===== src/hdl/sccp_pkg.sv =====
// sccp_pkg: widths, fixed-point constants and status codes for the segment clipper
// no dependencies
`timescale 1ns / 1ps
package sccp_pkg;

   // coordinate and vertex store geometry
   localparam int CW     = 16;
   localparam int MAXV   = 8;
   localparam int VAW    = 3;
   localparam int CNTW   = 4;

   // shared multiplier operand and product widths
   localparam int MW     = 22;
   localparam int PW     = 2 * MW;

   // edge dot products q and p
   localparam int QW     = 35;

   // unsigned q1.16 parameter
   localparam int TW     = 17;
   localparam int DIV_STEPS = 18;

   localparam logic [TW-1:0] ONE_Q16 = 17'h10000;
   localparam logic [TW-1:0] MAX_Q16 = 17'h1FFFF;

   localparam logic [CNTW-1:0] MIN_COUNT   = 4'd3;
   localparam logic [CNTW-1:0] MAX_COUNT   = 4'd8;
   localparam logic [CNTW-1:0] RESET_COUNT = 4'd4;

   localparam logic OP_LOAD = 1'b0;
   localparam logic OP_CLIP = 1'b1;

   localparam logic [1:0] STAT_VISIBLE  = 2'd0;
   localparam logic [1:0] STAT_REJECTED = 2'd1;
   localparam logic [1:0] STAT_DEGEN    = 2'd2;
   localparam logic [1:0] STAT_LOADED   = 2'd3;

   typedef logic signed [CW-1:0] coord_type;

endpackage


===== src/hdl/sccp_if.sv =====
// sccp_req_if and sccp_rsp_if: valid/ready channels of the segment clipper
// depends on sccp_pkg
`timescale 1ns / 1ps
interface sccp_req_if
   import sccp_pkg::*;
   ();
   logic             valid;
   logic             ready;
   logic             opcode;
   logic [VAW-1:0]   vertex_slot;
   coord_type        ax;
   coord_type        ay;
   coord_type        bx;
   coord_type        by_coord;

   modport source (output valid, opcode, vertex_slot, ax, ay, bx, by_coord, input ready);
   modport sink   (input valid, opcode, vertex_slot, ax, ay, bx, by_coord, output ready);
endinterface

interface sccp_rsp_if
   import sccp_pkg::*;
   ();
   logic       valid;
   logic       ready;
   logic [1:0] status;
   coord_type  out_x0;
   coord_type  out_y0;
   coord_type  out_x1;
   coord_type  out_y1;

   modport source (output valid, status, out_x0, out_y0, out_x1, out_y1, input ready);
   modport sink   (input valid, status, out_x0, out_y0, out_x1, out_y1, output ready);
endinterface


===== src/hdl/sccp_div.sv =====
// sccp_div: restoring divider giving num/den in q1.16, rounded half up, saturated
// one quotient bit per cycle; depends on sccp_pkg
`timescale 1ns / 1ps
module sccp_div
   import sccp_pkg::*;
(
   input  logic          clock,
   input  logic          reset,
   input  logic          start,
   input  logic [QW-1:0] num,
   input  logic [QW-1:0] den,
   output logic          done,
   output logic [TW-1:0] quo
);

   logic                busy_ff, busy_in;
   logic                done_ff, done_in;
   logic [4:0]          it_ff, it_in;
   logic [QW:0]         rem_ff, rem_in;
   logic [QW-1:0]       den_ff, den_in;
   logic [DIV_STEPS-1:0] q_ff, q_in;
   logic [TW-1:0]       quo_ff, quo_in;

   logic                ge;
   logic [QW:0]         rsub;
   logic [DIV_STEPS-1:0] qn;
   logic [DIV_STEPS:0]  rnd;

   // one restoring step
   always_comb begin
      ge   = rem_ff >= {1'b0, den_ff};
      rsub = ge ? (rem_ff - {1'b0, den_ff}) : rem_ff;
      qn   = {q_ff[DIV_STEPS-2:0], ge};
      rnd  = {1'b0, qn} + {{DIV_STEPS{1'b0}}, 1'b1};
   end

   // sequencing
   always_comb begin
      busy_in = busy_ff;
      done_in = 1'b0;
      it_in   = it_ff;
      rem_in  = rem_ff;
      den_in  = den_ff;
      q_in    = q_ff;
      quo_in  = quo_ff;
      if (start) begin
         den_in = den;
         if ({1'b0, num} >= {den, 1'b0}) begin
            quo_in  = MAX_Q16;
            done_in = 1'b1;
         end else begin
            rem_in  = {1'b0, num};
            q_in    = '0;
            it_in   = '0;
            busy_in = 1'b1;
         end
      end else if (busy_ff) begin
         q_in   = qn;
         rem_in = {rsub[QW-1:0], 1'b0};
         it_in  = it_ff + 5'd1;
         if (it_ff == 5'(DIV_STEPS - 1)) begin
            busy_in = 1'b0;
            done_in = 1'b1;
            quo_in  = (rnd[DIV_STEPS:1] > {1'b0, MAX_Q16}) ? MAX_Q16 : rnd[TW:1];
         end
      end
   end

   always_ff @(posedge clock) begin
      if (reset) begin
         busy_ff <= 1'b0;
         done_ff <= 1'b0;
      end else begin
         busy_ff <= busy_in;
         done_ff <= done_in;
      end
      it_ff  <= it_in;
      rem_ff <= rem_in;
      den_ff <= den_in;
      q_ff   <= q_in;
      quo_ff <= quo_in;
   end

   assign done = done_ff;
   assign quo  = quo_ff;

endmodule


===== src/hdl/segment_clip_convex_polygon_core.sv =====
// Cyrus-Beck convex polygon clipper: the top level with sequencer, shared multiplier and
// vertex store. A load is accepted and handed to its word; a clip is accepted, sums the
// vertices, then per edge forms the dot products and waits for the divider when a division
// runs, then interpolates the endpoints and hands the word off.
// One item is in work at a time; the rate is set by the shared multiplier and divider.
// Synchronous reset clears control and sets vertex_count to 4; the vertex store is not cleared.
`timescale 1ns / 1ps
module segment_clip_convex_polygon_core
   import sccp_pkg::*;
(
   input  logic            clock,
   input  logic            reset,
   sccp_req_if.sink        req_ch,
   sccp_rsp_if.source      rsp_ch,
   input  logic            csr_we,
   input  logic [CNTW-1:0] csr_wdata
);

   typedef enum logic [8:0] {
      ST_IDLE = 9'b000000001,
      ST_SUM  = 9'b000000010,
      ST_RDP  = 9'b000000100,
      ST_RDQ  = 9'b000001000,
      ST_EDGE = 9'b000010000,
      ST_DEC  = 9'b000100000,
      ST_DIVW = 9'b001000000,
      ST_FIN  = 9'b010000000,
      ST_DONE = 9'b100000000
   } state_type;

   state_type state_ff, state_in;

   // control registers
   logic [CNTW-1:0] vcount_ff, vcount_in;
   logic [CNTW-1:0] cnt_ff, cnt_in;
   logic [CNTW-1:0] idx_ff, idx_in;
   logic [3:0]      stp_ff, stp_in;
   logic            rdv_ff, rdv_in;
   logic            rej_ff, rej_in;
   logic            dtgt_ff, dtgt_in;
   logic            oneg_ff, oneg_in;
   logic            rvalid_ff, rvalid_in;

   // datapath registers
   coord_type               ax_ff, ax_in, ay_ff, ay_in;
   logic signed [CW:0]      dx_ff, dx_in, dy_ff, dy_in;
   logic signed [CW+2:0]    sx_ff, sx_in, sy_ff, sy_in;
   coord_type               px_ff, px_in, py_ff, py_in, qx_ff, qx_in, qy_ff, qy_in;
   logic signed [CW+3:0]    npx_ff, npx_in, npy_ff, npy_in;
   logic signed [PW-1:0]    acc_ff, acc_in, prod_ff, prod_in;
   logic signed [QW-1:0]    qv_ff, qv_in, pv_ff, pv_in;
   logic [TW-1:0]           t0_ff, t0_in, t1_ff, t1_in;
   logic [1:0]              stat_ff, stat_in;
   coord_type               x0_ff, x0_in, y0_ff, y0_in, x1_ff, x1_in, y1_ff, y1_in;
   logic [1:0]              rstat_ff, rstat_in;
   coord_type               rx0_ff, rx0_in, ry0_ff, ry0_in, rx1_ff, rx1_in, ry1_ff, ry1_in;

   // vertex store, x in the low half
   logic [2*CW-1:0] vmem [MAXV];
   logic [2*CW-1:0] mem_q_ff;
   logic [VAW-1:0]  rd_addr;
   logic            wr_en;

   // shared multiplier
   logic signed [MW-1:0] mul_a, mul_b;

   // divider
   logic            div_start, div_done;
   logic [QW-1:0]   div_num, div_den;
   logic [TW-1:0]   div_quo;

   logic signed [CW:0]   nx, ny;
   logic signed [PW-1:0] sum2, lrp;
   logic signed [QW-1:0] qe, pe;
   logic [CNTW-1:0]      idx_nx;
   logic                 last_edge, accept;
   coord_type            lcoord_a;

   sccp_div u_div (
      .clock (clock),
      .reset (reset),
      .start (div_start),
      .num   (div_num),
      .den   (div_den),
      .done  (div_done),
      .quo   (div_quo)
   );

   assign accept    = req_ch.valid && req_ch.ready;
   assign req_ch.ready = (state_ff == ST_IDLE);
   assign idx_nx    = idx_ff + 4'd1;
   assign last_edge = (idx_nx == cnt_ff);

   // edge normal, pointing whichever way; flipped later by the orientation sign
   always_comb begin
      nx = CW'(0) + (CW+1)'(qy_ff) - (CW+1)'(py_ff);
      ny = (CW+1)'(px_ff) - (CW+1)'(qx_ff);
   end

   // multiplier operand selection
   always_comb begin
      mul_a = '0;
      mul_b = '0;
      if (state_ff == ST_EDGE) begin
         case (stp_ff)
            4'd0: begin mul_a = MW'(signed'({1'b0, cnt_ff})); mul_b = MW'(px_ff); end
            4'd1: begin mul_a = MW'(signed'({1'b0, cnt_ff})); mul_b = MW'(py_ff); end
            4'd2: begin mul_a = MW'(nx); mul_b = MW'(sx_ff) - MW'(npx_ff); end
            4'd3: begin mul_a = MW'(ny); mul_b = MW'(sy_ff) - MW'(npy_ff); end
            4'd4: begin mul_a = MW'(nx); mul_b = MW'(ax_ff) - MW'(px_ff); end
            4'd5: begin mul_a = MW'(ny); mul_b = MW'(ay_ff) - MW'(py_ff); end
            4'd6: begin mul_a = MW'(nx); mul_b = MW'(dx_ff); end
            4'd7: begin mul_a = MW'(ny); mul_b = MW'(dy_ff); end
            default: begin mul_a = '0; mul_b = '0; end
         endcase
      end else if (state_ff == ST_FIN) begin
         case (stp_ff)
            4'd0: begin mul_a = MW'(dx_ff); mul_b = MW'(signed'({1'b0, t0_ff})); end
            4'd1: begin mul_a = MW'(dy_ff); mul_b = MW'(signed'({1'b0, t0_ff})); end
            4'd2: begin mul_a = MW'(dx_ff); mul_b = MW'(signed'({1'b0, t1_ff})); end
            4'd3: begin mul_a = MW'(dy_ff); mul_b = MW'(signed'({1'b0, t1_ff})); end
            default: begin mul_a = '0; mul_b = '0; end
         endcase
      end
   end

   // accumulated pair, signed dot products after the orientation flip, rounded lerp
   always_comb begin
      sum2 = acc_ff + prod_ff;
      qe   = oneg_ff ? -qv_ff : qv_ff;
      pe   = oneg_ff ? -pv_ff : pv_ff;
      lrp  = (prod_ff + PW'(32768)) >>> 16;
      lcoord_a = ((stp_ff == 4'd1) || (stp_ff == 4'd3)) ? ax_ff : ay_ff;
   end

   // sequencer
   always_comb begin
      state_in  = state_ff;
      vcount_in = vcount_ff;
      cnt_in    = cnt_ff;
      idx_in    = idx_ff;
      stp_in    = stp_ff;
      rdv_in    = 1'b0;
      rej_in    = rej_ff;
      dtgt_in   = dtgt_ff;
      oneg_in   = oneg_ff;
      rvalid_in = rvalid_ff;
      ax_in = ax_ff; ay_in = ay_ff; dx_in = dx_ff; dy_in = dy_ff;
      sx_in = sx_ff; sy_in = sy_ff;
      px_in = px_ff; py_in = py_ff; qx_in = qx_ff; qy_in = qy_ff;
      npx_in = npx_ff; npy_in = npy_ff;
      acc_in = acc_ff;
      prod_in = mul_a * mul_b;
      qv_in = qv_ff; pv_in = pv_ff;
      t0_in = t0_ff; t1_in = t1_ff;
      stat_in = stat_ff;
      x0_in = x0_ff; y0_in = y0_ff; x1_in = x1_ff; y1_in = y1_ff;
      rstat_in = rstat_ff;
      rx0_in = rx0_ff; ry0_in = ry0_ff; rx1_in = rx1_ff; ry1_in = ry1_ff;
      rd_addr   = idx_ff[VAW-1:0];
      wr_en     = 1'b0;
      div_start = 1'b0;
      div_num   = '0;
      div_den   = '0;

      if (csr_we)
         vcount_in = csr_wdata;

      // result word leaves the output register
      if (rvalid_ff && rsp_ch.ready)
         rvalid_in = 1'b0;

      case (state_ff)
         ST_IDLE: begin
            if (accept) begin
               x0_in = '0; y0_in = '0; x1_in = '0; y1_in = '0;
               ax_in = req_ch.ax;
               ay_in = req_ch.ay;
               dx_in = (CW+1)'(req_ch.bx) - (CW+1)'(req_ch.ax);
               dy_in = (CW+1)'(req_ch.by_coord) - (CW+1)'(req_ch.ay);
               t0_in = '0;
               t1_in = ONE_Q16;
               rej_in = 1'b0;
               if (req_ch.opcode == OP_LOAD) begin
                  wr_en    = 1'b1;
                  stat_in  = STAT_LOADED;
                  state_in = ST_DONE;
               end else if (vcount_ff < MIN_COUNT) begin
                  stat_in  = STAT_DEGEN;
                  state_in = ST_DONE;
               end else begin
                  cnt_in   = (vcount_ff > MAX_COUNT) ? MAX_COUNT : vcount_ff;
                  idx_in   = '0;
                  sx_in    = '0;
                  sy_in    = '0;
                  state_in = ST_SUM;
               end
            end
         end

         // vertex sum, one read a cycle
         ST_SUM: begin
            if (rdv_ff) begin
               sx_in = sx_ff + (CW+3)'(signed'(mem_q_ff[CW-1:0]));
               sy_in = sy_ff + (CW+3)'(signed'(mem_q_ff[2*CW-1:CW]));
            end
            if (idx_ff < cnt_ff) begin
               idx_in = idx_nx;
               rdv_in = 1'b1;
            end else if (!rdv_ff) begin
               idx_in   = '0;
               state_in = ST_RDP;
            end
         end

         ST_RDP: begin
            state_in = ST_RDQ;
         end

         ST_RDQ: begin
            px_in   = signed'(mem_q_ff[CW-1:0]);
            py_in   = signed'(mem_q_ff[2*CW-1:CW]);
            rd_addr = last_edge ? '0 : idx_nx[VAW-1:0];
            stp_in  = '0;
            state_in = ST_EDGE;
         end

         // per-edge dot products through the shared multiplier
         ST_EDGE: begin
            stp_in = stp_ff + 4'd1;
            case (stp_ff)
               4'd0: begin
                  qx_in = signed'(mem_q_ff[CW-1:0]);
                  qy_in = signed'(mem_q_ff[2*CW-1:CW]);
               end
               4'd1: npx_in = prod_ff[CW+3:0];
               4'd2: npy_in = prod_ff[CW+3:0];
               4'd3: acc_in = prod_ff;
               4'd4: begin
                  oneg_in = sum2[PW-1];
                  if ((idx_ff == '0) && (sum2 == '0)) begin
                     stat_in  = STAT_DEGEN;
                     state_in = ST_DONE;
                  end
               end
               4'd5: acc_in = prod_ff;
               4'd6: qv_in  = sum2[QW-1:0];
               4'd7: acc_in = prod_ff;
               4'd8: begin
                  pv_in    = sum2[QW-1:0];
                  state_in = ST_DEC;
               end
               default: state_in = ST_DEC;
            endcase
         end

         // parallel, entering or leaving edge
         ST_DEC: begin
            if (pe == '0) begin
               if (qe < 0)
                  rej_in = 1'b1;
            end else if (pe > 0) begin
               if (qe < 0) begin
                  div_start = 1'b1;
                  div_num   = -qe;
                  div_den   = pe;
                  dtgt_in   = 1'b0;
               end
            end else begin
               if (qe < 0) begin
                  rej_in = 1'b1;
               end else begin
                  div_start = 1'b1;
                  div_num   = qe;
                  div_den   = -pe;
                  dtgt_in   = 1'b1;
               end
            end
            stp_in = '0;
            if (div_start) begin
               state_in = ST_DIVW;
            end else if (rej_in || last_edge) begin
               state_in = ST_FIN;
            end else begin
               idx_in   = idx_nx;
               state_in = ST_RDP;
            end
         end

         ST_DIVW: begin
            if (div_done) begin
               if (!dtgt_ff && (div_quo > t0_ff))
                  t0_in = div_quo;
               if (dtgt_ff && (div_quo < t1_ff))
                  t1_in = div_quo;
               if (last_edge) begin
                  state_in = ST_FIN;
               end else begin
                  idx_in   = idx_nx;
                  state_in = ST_RDP;
               end
            end
         end

         // endpoint interpolation
         ST_FIN: begin
            stp_in = stp_ff + 4'd1;
            case (stp_ff)
               4'd0: begin
                  if (rej_ff || (t1_ff < t0_ff)) begin
                     stat_in  = STAT_REJECTED;
                     state_in = ST_DONE;
                  end
               end
               4'd1: x0_in = lcoord_a + lrp[CW-1:0];
               4'd2: y0_in = lcoord_a + lrp[CW-1:0];
               4'd3: x1_in = lcoord_a + lrp[CW-1:0];
               4'd4: begin
                  y1_in    = lcoord_a + lrp[CW-1:0];
                  stat_in  = STAT_VISIBLE;
                  state_in = ST_DONE;
               end
               default: state_in = ST_DONE;
            endcase
         end

         // hand the word to the output register
         ST_DONE: begin
            if (!rvalid_ff || rsp_ch.ready) begin
               rvalid_in = 1'b1;
               rstat_in  = stat_ff;
               rx0_in = x0_ff; ry0_in = y0_ff; rx1_in = x1_ff; ry1_in = y1_ff;
               state_in = ST_IDLE;
            end
         end

         default: state_in = ST_IDLE;
      endcase
   end

   // vertex store
   always_ff @(posedge clock) begin
      if (wr_en)
         vmem[req_ch.vertex_slot] <= {req_ch.ay, req_ch.ax};
      mem_q_ff <= vmem[rd_addr];
   end

   always_ff @(posedge clock) begin
      if (reset) begin
         state_ff  <= ST_IDLE;
         vcount_ff <= RESET_COUNT;
         rvalid_ff <= 1'b0;
         rdv_ff    <= 1'b0;
         stp_ff    <= '0;
         idx_ff    <= '0;
         cnt_ff    <= MAX_COUNT;
         rej_ff    <= 1'b0;
         t1_ff     <= ONE_Q16;
         t0_ff     <= '0;
      end else begin
         state_ff  <= state_in;
         vcount_ff <= vcount_in;
         rvalid_ff <= rvalid_in;
         rdv_ff    <= rdv_in;
         stp_ff    <= stp_in;
         idx_ff    <= idx_in;
         cnt_ff    <= cnt_in;
         rej_ff    <= rej_in;
         t1_ff     <= t1_in;
         t0_ff     <= t0_in;
      end
      dtgt_ff <= dtgt_in;
      oneg_ff <= oneg_in;
      ax_ff <= ax_in; ay_ff <= ay_in; dx_ff <= dx_in; dy_ff <= dy_in;
      sx_ff <= sx_in; sy_ff <= sy_in;
      px_ff <= px_in; py_ff <= py_in; qx_ff <= qx_in; qy_ff <= qy_in;
      npx_ff <= npx_in; npy_ff <= npy_in;
      acc_ff <= acc_in; prod_ff <= prod_in;
      qv_ff <= qv_in; pv_ff <= pv_in;
      stat_ff <= stat_in;
      x0_ff <= x0_in; y0_ff <= y0_in; x1_ff <= x1_in; y1_ff <= y1_in;
      rstat_ff <= rstat_in;
      rx0_ff <= rx0_in; ry0_ff <= ry0_in; rx1_ff <= rx1_in; ry1_ff <= ry1_in;
   end

   assign rsp_ch.valid  = rvalid_ff;
   assign rsp_ch.status = rstat_ff;
   assign rsp_ch.out_x0 = rx0_ff;
   assign rsp_ch.out_y0 = ry0_ff;
   assign rsp_ch.out_x1 = rx1_ff;
   assign rsp_ch.out_y1 = ry1_ff;

   // divider is only started while deciding an edge
   a_div_start: assert property (@(posedge clock) disable iff (reset)
      div_start |-> (state_ff == ST_DEC))
      else $error("divider started outside edge decision");

   // exit parameter never exceeds one
   a_t1_range: assert property (@(posedge clock) disable iff (reset)
      t1_ff <= ONE_Q16)
      else $error("exit parameter above one");

   // an accepted word always starts work
   a_busy: assert property (@(posedge clock) disable iff (reset)
      accept |=> (state_ff != ST_IDLE))
      else $error("accepted word dropped");

   // a divider result only arrives while it is awaited
   a_div_done: assert property (@(posedge clock) disable iff (reset)
      div_done |-> (state_ff == ST_DIVW))
      else $error("unexpected divider result");

endmodule


===== src/flat_wrapper.sv =====
// flat-port wrapper written by rule: the top's interface ports become plain ports
module segment_clip_convex_polygon_core_flat import sccp_pkg::*;
  (clock, reset, csr_we, csr_wdata, req_ch_valid, req_ch_opcode, req_ch_vertex_slot, req_ch_ax, req_ch_ay, req_ch_bx, req_ch_by_coord, req_ch_ready, rsp_ch_valid, rsp_ch_status, rsp_ch_out_x0, rsp_ch_out_y0, rsp_ch_out_x1, rsp_ch_out_y1, rsp_ch_ready);
  sccp_req_if req_ch_i ();
  sccp_rsp_if rsp_ch_i ();
  input  logic clock;
  input  logic reset;
  input  logic csr_we;
  input  logic [CNTW-1:0] csr_wdata;
  input wire logic [$bits(req_ch_i.valid)-1:0] req_ch_valid;
  input wire logic [$bits(req_ch_i.opcode)-1:0] req_ch_opcode;
  input wire logic [$bits(req_ch_i.vertex_slot)-1:0] req_ch_vertex_slot;
  input wire logic [$bits(req_ch_i.ax)-1:0] req_ch_ax;
  input wire logic [$bits(req_ch_i.ay)-1:0] req_ch_ay;
  input wire logic [$bits(req_ch_i.bx)-1:0] req_ch_bx;
  input wire logic [$bits(req_ch_i.by_coord)-1:0] req_ch_by_coord;
  output wire logic [$bits(req_ch_i.ready)-1:0] req_ch_ready;
  output wire logic [$bits(rsp_ch_i.valid)-1:0] rsp_ch_valid;
  output wire logic [$bits(rsp_ch_i.status)-1:0] rsp_ch_status;
  output wire logic [$bits(rsp_ch_i.out_x0)-1:0] rsp_ch_out_x0;
  output wire logic [$bits(rsp_ch_i.out_y0)-1:0] rsp_ch_out_y0;
  output wire logic [$bits(rsp_ch_i.out_x1)-1:0] rsp_ch_out_x1;
  output wire logic [$bits(rsp_ch_i.out_y1)-1:0] rsp_ch_out_y1;
  input wire logic [$bits(rsp_ch_i.ready)-1:0] rsp_ch_ready;
  assign req_ch_i.valid = req_ch_valid;
  assign req_ch_i.opcode = req_ch_opcode;
  assign req_ch_i.vertex_slot = req_ch_vertex_slot;
  assign req_ch_i.ax = req_ch_ax;
  assign req_ch_i.ay = req_ch_ay;
  assign req_ch_i.bx = req_ch_bx;
  assign req_ch_i.by_coord = req_ch_by_coord;
  assign req_ch_ready = req_ch_i.ready;
  assign rsp_ch_valid = rsp_ch_i.valid;
  assign rsp_ch_status = rsp_ch_i.status;
  assign rsp_ch_out_x0 = rsp_ch_i.out_x0;
  assign rsp_ch_out_y0 = rsp_ch_i.out_y0;
  assign rsp_ch_out_x1 = rsp_ch_i.out_x1;
  assign rsp_ch_out_y1 = rsp_ch_i.out_y1;
  assign rsp_ch_i.ready = rsp_ch_ready;
  segment_clip_convex_polygon_core u_core (.clock(clock), .reset(reset), .req_ch(req_ch_i), .rsp_ch(rsp_ch_i), .csr_we(csr_we), .csr_wdata(csr_wdata));
endmodule

===== config.mk =====
export PLATFORM = sky130hd
export DESIGN_NAME = segment_clip_convex_polygon_core_flat
export DESIGN_NICKNAME = d
export VERILOG_FILES = /design/src/hdl/sccp_pkg.sv /design/src/hdl/sccp_if.sv /design/src/hdl/sccp_div.sv /design/src/hdl/segment_clip_convex_polygon_core.sv /design/src/flat_wrapper.sv
export SDC_FILE = /design/constraint.sdc
export NUM_CORES = 2
export LEC_CHECK = 0
export ABC_AREA = 1
export BUFFER_PORTS_ARGS = -buffer_cell sky130_fd_sc_hd__buf_4
export CAP_MARGIN = 15
export CORE_MARGIN = 2
export CORE_UTILIZATION = 50
export DETAILED_ROUTE_END_ITERATION = 8
export PLACE_DENSITY = 0.63
export SLEW_MARGIN = 30
export SYNTH_ARGS = -nofsm -noshare
export SYNTH_HDL_FRONTEND = slang
export SYNTH_HIERARCHICAL = 1
export SYNTH_SLANG_ARGS = --single-unit

===== constraint.sdc =====
create_clock -name clock -period 10.8 [get_ports clock]
set_input_delay 1.62 -clock clock [delete_from_list [all_inputs] [get_ports clock]]
set_output_delay 1.62 -clock clock [all_outputs]
set_load 0.1 [all_outputs]

---- Yosys cells after proc, flatten, opt, wreduce, memory -nomap -nowiden ----
Memory sizes are Yosys's and may differ from the RTL's. A register that Yosys moved wholly into a read port is not among the register bits.
Index checks and enable logic that the tools add are counted.
word-level totals
  memories kept ........................... 1
  output and inout port bits .............. 68
  bits of input ports ..................... 77
  bits in writable memories ............... 256
  bits in registers ....................... 674
  logic and storage cells ................. 320
memories
  name         depth  width  rd ports  clocked after memory_dff  wr ports  line                                    RTL
  u_core.vmem  8      32     1         1                         1         segment_clip_convex_polygon_core.sv:59  logic [2*CW-1:0] vmem [MAXV];
cells by class
  bitwise gates (word level) .............. 3
  equality and inequality tests ........... 49
  $add $sub $neg .......................... 22
  multiply operators ...................... 1
  multiplexer cells ....................... 129
  reductions and logical operators ........ 59
  $lt $le $gt $ge ......................... 11
operators by type and width
  kind                  number
  $mux W35              13
  $mux W17              14
  $pmux W22 S8          1
  $neg A35 Y35          4
  $pmux W16 S2          4
  $mux W36              3
  $pmux W17 S2          3
  $sub A16 B16 Y17      6
  $mux W16              6
  $mux W19              5
  $mux W9               10
  $mux W22              4
  $pmux W9 S9           1
  $pmux W19 S2          2
  $pmux W22 S3          1
  $add A44 B44 Y44      1
  $logic_not A44 Y1     1
  $mul A22 B22 Y44      1
  $pmux W22 S2          1
  $sub A19 B20 Y21      2
  $mux W4               10
  $ne A2 B2 Y1 const B  20
  $add A19 B16 Y19      2
  $ge A35 B36 Y1        1
  61 further kinds      158

---- Depth between registers and ports, before layout ----
  depth in word-level cells ............... 11
  depth in mapped cells ................... 46
  depth with buffers taken out ............ 45

---- By module ----
The synthesis kept the hierarchy.
by module, submodules not included
  module                            area an instance (sq um)  sequential area each (sq um)  cells an instance  instances
  segment_clip_convex_polygon_core  64,889.7                  24,143.2                      7,536              1
  sccp_div                          8,386.8                   3,343.2                       1,065              1

---- Worst setup path after synthesis ----
No wires, ideal clock.
  path type ............................... register to register
  from .................................... register u_core.py_ff[0]
  to ...................................... register u_core.prod_ff[40]
  arrival ................................. 8.015 ns
  slack ................................... 2.713 ns
  data required time ...................... 10.728 ns
  cell stages (with the launch flop) ...... 38
  period minus slack after synthesis ...... 8.087 ns
  cells stage by stage .................... edfxtp_1 ha_1 fa_1 inv_1 nand2_1 o21ai_0 nand3_1 o2111ai_1 nand3_1 nand2_1 nand2_1 a21boi_0 o22ai_1 nand2_1 nand2_1 buf_2 nand2_1 fa_1 [... 2 more ...] fa_1 fa_1 fa_1 fa_1 inv_1 fa_1 inv_1 ha_1 a21oi_1 inv_1 a31oi_1 o221ai_1 a21oi_1 o21ai_0 nand2_1 o211ai_1 a21oi_1 xor2_1
between the ends
  word-level cells in the longest chain between the ends .. 4
RTL lines
  what                                          line                                                                             RTL
  start: declaration                            segment_clip_convex_polygon_core.sv:48                                           coord_type px_ff, px_in, py_ff, py_in, qx_ff, qx_in, qy_ff, qy_in;
  start signal: assignment                      segment_clip_convex_polygon_core.sv:376                                          px_ff <= px_in; py_ff <= py_in; qx_ff <= qx_in; qy_ff <= qy_in;
  $sub A16 B16 Y17 (on tied branches)           segment_clip_convex_polygon_core.sv:111, segment_clip_convex_polygon_core.sv:96
  $pmux W22 S8 or $pmux W22 S3 (tied branches)  segment_clip_convex_polygon_core.sv:105                                          case (stp_ff)
  $mux W22                                      segment_clip_convex_polygon_core.sv:104                                          if (state_ff == ST_EDGE) begin
  $mul A22 B22 Y44 *                            segment_clip_convex_polygon_core.sv:153                                          prod_in = mul_a * mul_b;
  net u_core.prod_in[40]                        segment_clip_convex_polygon_core.sv:50                                           logic signed [PW-1:0] acc_ff, acc_in, prod_ff, prod_in;
  end signal: assignment                        segment_clip_convex_polygon_core.sv:378                                          acc_ff <= acc_in; prod_ff <= prod_in;
  end: declaration                              segment_clip_convex_polygon_core.sv:50
Mark *: on every way through the listed nets, which the timed path passes. The rest lies on a longest branch.
A chain may end at the register's enable or synchronous reset.

---- Final worst setup path ----
  from .................................... register u_core.stp_ff[2]
  to ...................................... register u_core.prod_ff[41]
between the ends
  word-level cells in the longest chain between the ends .. 6
RTL lines
  what                                          line                                                                              RTL
  start: declaration                            segment_clip_convex_polygon_core.sv:37                                            logic [3:0] stp_ff, stp_in;
  start signal: assignment                      segment_clip_convex_polygon_core.sv:365                                           stp_ff <= stp_in;
  $eq A4 B2 Y1, or another cell as far along    segment_clip_convex_polygon_core.sv:105, segment_clip_convex_polygon_core.sv:117
  $reduce_or A2 Y1 (no line)                    n/a
  $pmux W22 S2 or $pmux W17 S2 (tied branches)  segment_clip_convex_polygon_core.sv:117                                           case (stp_ff)
  $mux W22                                      segment_clip_convex_polygon_core.sv:116                                           end else if (state_ff == ST_FIN) begin
  $mux W22                                      segment_clip_convex_polygon_core.sv:104
  $mul A22 B22 Y44 *                            segment_clip_convex_polygon_core.sv:153
  net u_core.prod_in[41]                        segment_clip_convex_polygon_core.sv:50
Marked as above.

==> impl_metrics.sql <==
INSERT INTO impl_metrics (metric_group, metric, value, unit) VALUES
('run_status', 'run_status', 'completed', ''),
('logic_synthesis', 'yosys-top-cells-area', 'edfxtp_1 (34%), fa_1 (12%), nand2_1 (8.7%)', ''),
('logic_synthesis', 'synth_enable_flop_cells', '822', ''),
('die', 'design.core.area', '146000', 'um2'),
('setup_path', 'cp_max_fo', '35', ''),
('drt', 'via_per_inst', '5.66', ''),
('timing', 'tns', '0', 'ps'),
('logic_synthesis', 'synthDistinctLibCells', '76', ''),
('logic_synthesis', 'synth_ff_type', 'edfxtp_1', ''),
('global_routing', 'global_route_wire_length_before_repair', '367', 'mm'),
('hold_path', 'min_path_cells', '0', ''),
('power_and_ir_drop', 'power_frac_seq', '0.403', ''),
('drt', 'highest_layer', 'met5', ''),
('global_routing', 'grt_pass1_vias', '59400', ''),
('logic_synthesis', 'async_reset_ff_frac', '0', ''),
('drt', 'initialDrtViolationCount', '5566', ''),
('power_and_ir_drop', 'clockPowerShare', '0.299', ''),
('power_and_ir_drop', 'comb_power_share', '0.297', ''),
('global_routing', 'globalRoute.totalOverflow', '0', ''),
('power_and_ir_drop', 'fin_total_pwr', '0.0124', 'W'),
('setup_path', 'timing.critical_path.slowest_stage_cell', 'nor2_1', ''),
('timing', 'final_hold_viol_count', '0', ''),
('die', 'die_area', '150000', 'um2'),
('timing', 'period_minus_slack', '10200', 'ps'),
('setup_path', 'worstPathRequired', '11440', 'ps'),
('final_layout', 'area.sequential', '27500', 'um2'),
('timing', 'slew_of_the_pin_with_the_lowest_slew_margin', '1130', 'ps'),
('final_layout', 'area_delta_synth_final', '9.61', '%'),
('final_layout', 'layout.nets', '9767', ''),
('clocking', 'cts.htree.levels', '3', ''),
('logic_synthesis', 'yosys_top_cell_by_area', 'edfxtp_1', ''),
('die', 'io_pins', '145', ''),
('timing', 'grt_setup_unrepaired', 'no', ''),
('global_routing', 'grt_antenna_before_repair', '19', ''),
('clocking', 'post_cts_hold_buffer_count', '0', ''),
('clocking', 'post-cts-setup-buffers', '0', ''),
('die', 'initial_core_util', '0.503', ''),
('setup_path', 'critPathLaunchType', 'register', ''),
('power_and_ir_drop', 'irDropWorstVdd', '0.150', 'mV'),
('logic_synthesis', 'yosys_register_bits', '962', ''),
('clocking', 'clock_latency', '780', 'ps'),
('timing', 'slew_headroom', '0.236', ''),
('hold_path', 'hp-class', 'register to register', ''),
('clocking', 'ctsRootBufferMaster', 'clkbuf_16', ''),
('timing', 'setup_viol', '0', ''),
('drt', 'antenna_violating_nets_post_route', '0', ''),
('setup_path', 'r2r.worst_path.cells', '38', ''),
('logic_synthesis', 'synth_warn', '6', ''),
('drt', 'num_vias', '61000', ''),
('global_routing', 'maximum_number_of_pins_on_one_net_before_global_route_repair', '89', ''),
('setup_path', 'cp_data_arrival_time', '10840', 'ps'),
('drt', 'first_pass_iters', '6', ''),
('clocking', 'ctsResizeCount', '0', ''),
('timing', 'final-max-slew-violation-count', '0', ''),
('setup_path', 'worst_path_most_repeated_cell', 'inv_1', ''),
('timing', 'clock-skew-final', '120', 'ps'),
('die', 'dieHeight', '387', 'um'),
('clocking', 'clock_pin_slew_reported_for_the_worst_setup_and_hold_paths_after_clock_tree_synthesis', '70', 'ps'),
('logic_synthesis', 'post_synth_instance_area', '73300', 'um2'),
('clocking', 'clock_tree_from_tritoncts', 'done', ''),
('placed_design', 'numPortBuffers', '144', ''),
('power_and_ir_drop', 'internal-power', '0.00781', 'W'),
('drt', 'wire_per_inst', '22.9', 'um'),
('timing', 'max_freq', '0.0980', 'GHz'),
('drt', 'met3_length', '17.3', 'mm'),
('global_routing', 'globalRouteTotalUtil', '0.325', ''),
('logic_synthesis', 'mappedNetlistNets', '9611', ''),
('drt', 'routedLengthMet1', '103', 'mm'),
('clocking', 'cts_buffers', '104', ''),
('drt', 'wl_met2', '115', 'mm'),
('power_and_ir_drop', 'p_switching', '0.00456', 'W');
==> critical path: cells and delay by family (launching register included) <==
family / cells / cell delay, ps
AOI/OAI and AO/OA: 6 / 1600
xor gates and xnor gates: 1 / 190
adders and majority gates: 8 / 3530
buffers and inverters: 11 / 2040
DFF: 1 / 490
and+or+nand+nor: 12 / 2260
==> registers in the layout, indices dropped and copies added (netlist names), 32 cells and up <==
signal               cells
u_core/vmem            256
u_core/acc_ff           44
u_core/prod_ff          44
u_core/u_div/rem_ff     36
u_core/pv_ff            35
u_core/qv_ff            35
u_core/u_div/den_ff     35
u_core/mem_q_ff         32
==> per-stage QoR <==
stage,instances,hold slack (ps),utilization,instance area [um2],setup WS (ps)
final,10800,358,0.552,80300,596
after detailed placement,10600,405,0.527,76700,750
after global placement,10600,401,0.526,76600,274
after CTS,10800,375,0.551,80300,698
after floorplan,8601,400,-,73300,2710
after global routing,10800,374,0.552,80300,8.90
==> power groups by stage <==
stage	Clock, W	Sequential [W]	Combinational (W)
floorplan	0	0.00488	0.00244
global placement	0	0.00504	0.00357
detailed placement	0	0.00505	0.00359
CTS	0.00377	0.00497	0.00361
global route	0.00391	0.00500	0.00407
finish	0.00370	0.00499	0.00367
==> cells in the final DEF (no fill, tap or decap), types with 105 or more instances in the layout <==
master and n:
inv_1 1425, edfxtp_1 822, clkbuf_16 105, buf_4 242, nor2_1 952, nand3_1 389
nand2_1 1705, xor2_1 121, a21oi_1 531, fa_1 435, dfxtp_1 140, o21ai_0 459
ha_1 498
==> kinds of logic after synthesis <==
group / share of synthesized area
AND/OR/NAND/NOR: 0.199
buffers and inverters: 0.0885
AO/OA/AOI/OAI: 0.110
flip-flops: 0.375
adder cells (fa/ha/maj): 0.204
XOR/XNOR: 0.0230
multiplexers: 0.000137
==> per-layer routing <==
metal,vias to the layer above,global-route usage
met5,-,0
met3,426,0.0497
met4,8,0.133
met2,2205,0.534
met1,29800,0.430
li1,28600,-
==> path summary, 6_finish.rpt <==
check,slack (ps),to,start
worst min-delay path,360,u_core/rsp_ch.out_y1[15],u_core/y1_ff[15]
worst max register to register,600,u_core/prod_ff[41],u_core/stp_ff[2]
worst max-delay path,600,u_core/prod_ff[41],u_core/stp_ff[2]
worst min register to register,360,u_core/rsp_ch.out_y1[15],u_core/y1_ff[15]
==> cell usage after synthesis (13+ instances only) <==
cell,n
a21oi_1,535
a211oi_2,23
o21ai_0,459
o21ai_1,32
or2_2,23
dfxtp_1,140
edfxtp_1,822
nand3_2,13
o21a_1,33
inv_2,35
ha_1,498
nor2_1,960
xor2_1,121
inv_1,1426
buf_2,67
fa_1,435
nand4_1,94
nor4_1,21
a22oi_1,13
nor2_2,30
o211ai_1,24
nand2_1,1707
o21bai_1,24
nand3_1,389
a21o_1,14
buf_1,15
xnor2_1,63
clkbuf_1,84
a31oi_1,70
nand2_2,32
o31ai_1,15
nor3_1,75
nand3b_1,35
o22ai_1,94
a211oi_1,14
buf_6,18
==> layout make-up <==
class	instances	area share
multi-input cells	5981	0.491
flip-flops and latches	962	0.342
inverters	1463	0.0684
clock buffers	138	0.0351
well taps	1917	0.0299
repair buffers	245	0.0232
clock inverters	58	0.00939
diodes	8	0.000249
No activity file was read; power rests on OpenSTA's default activity.
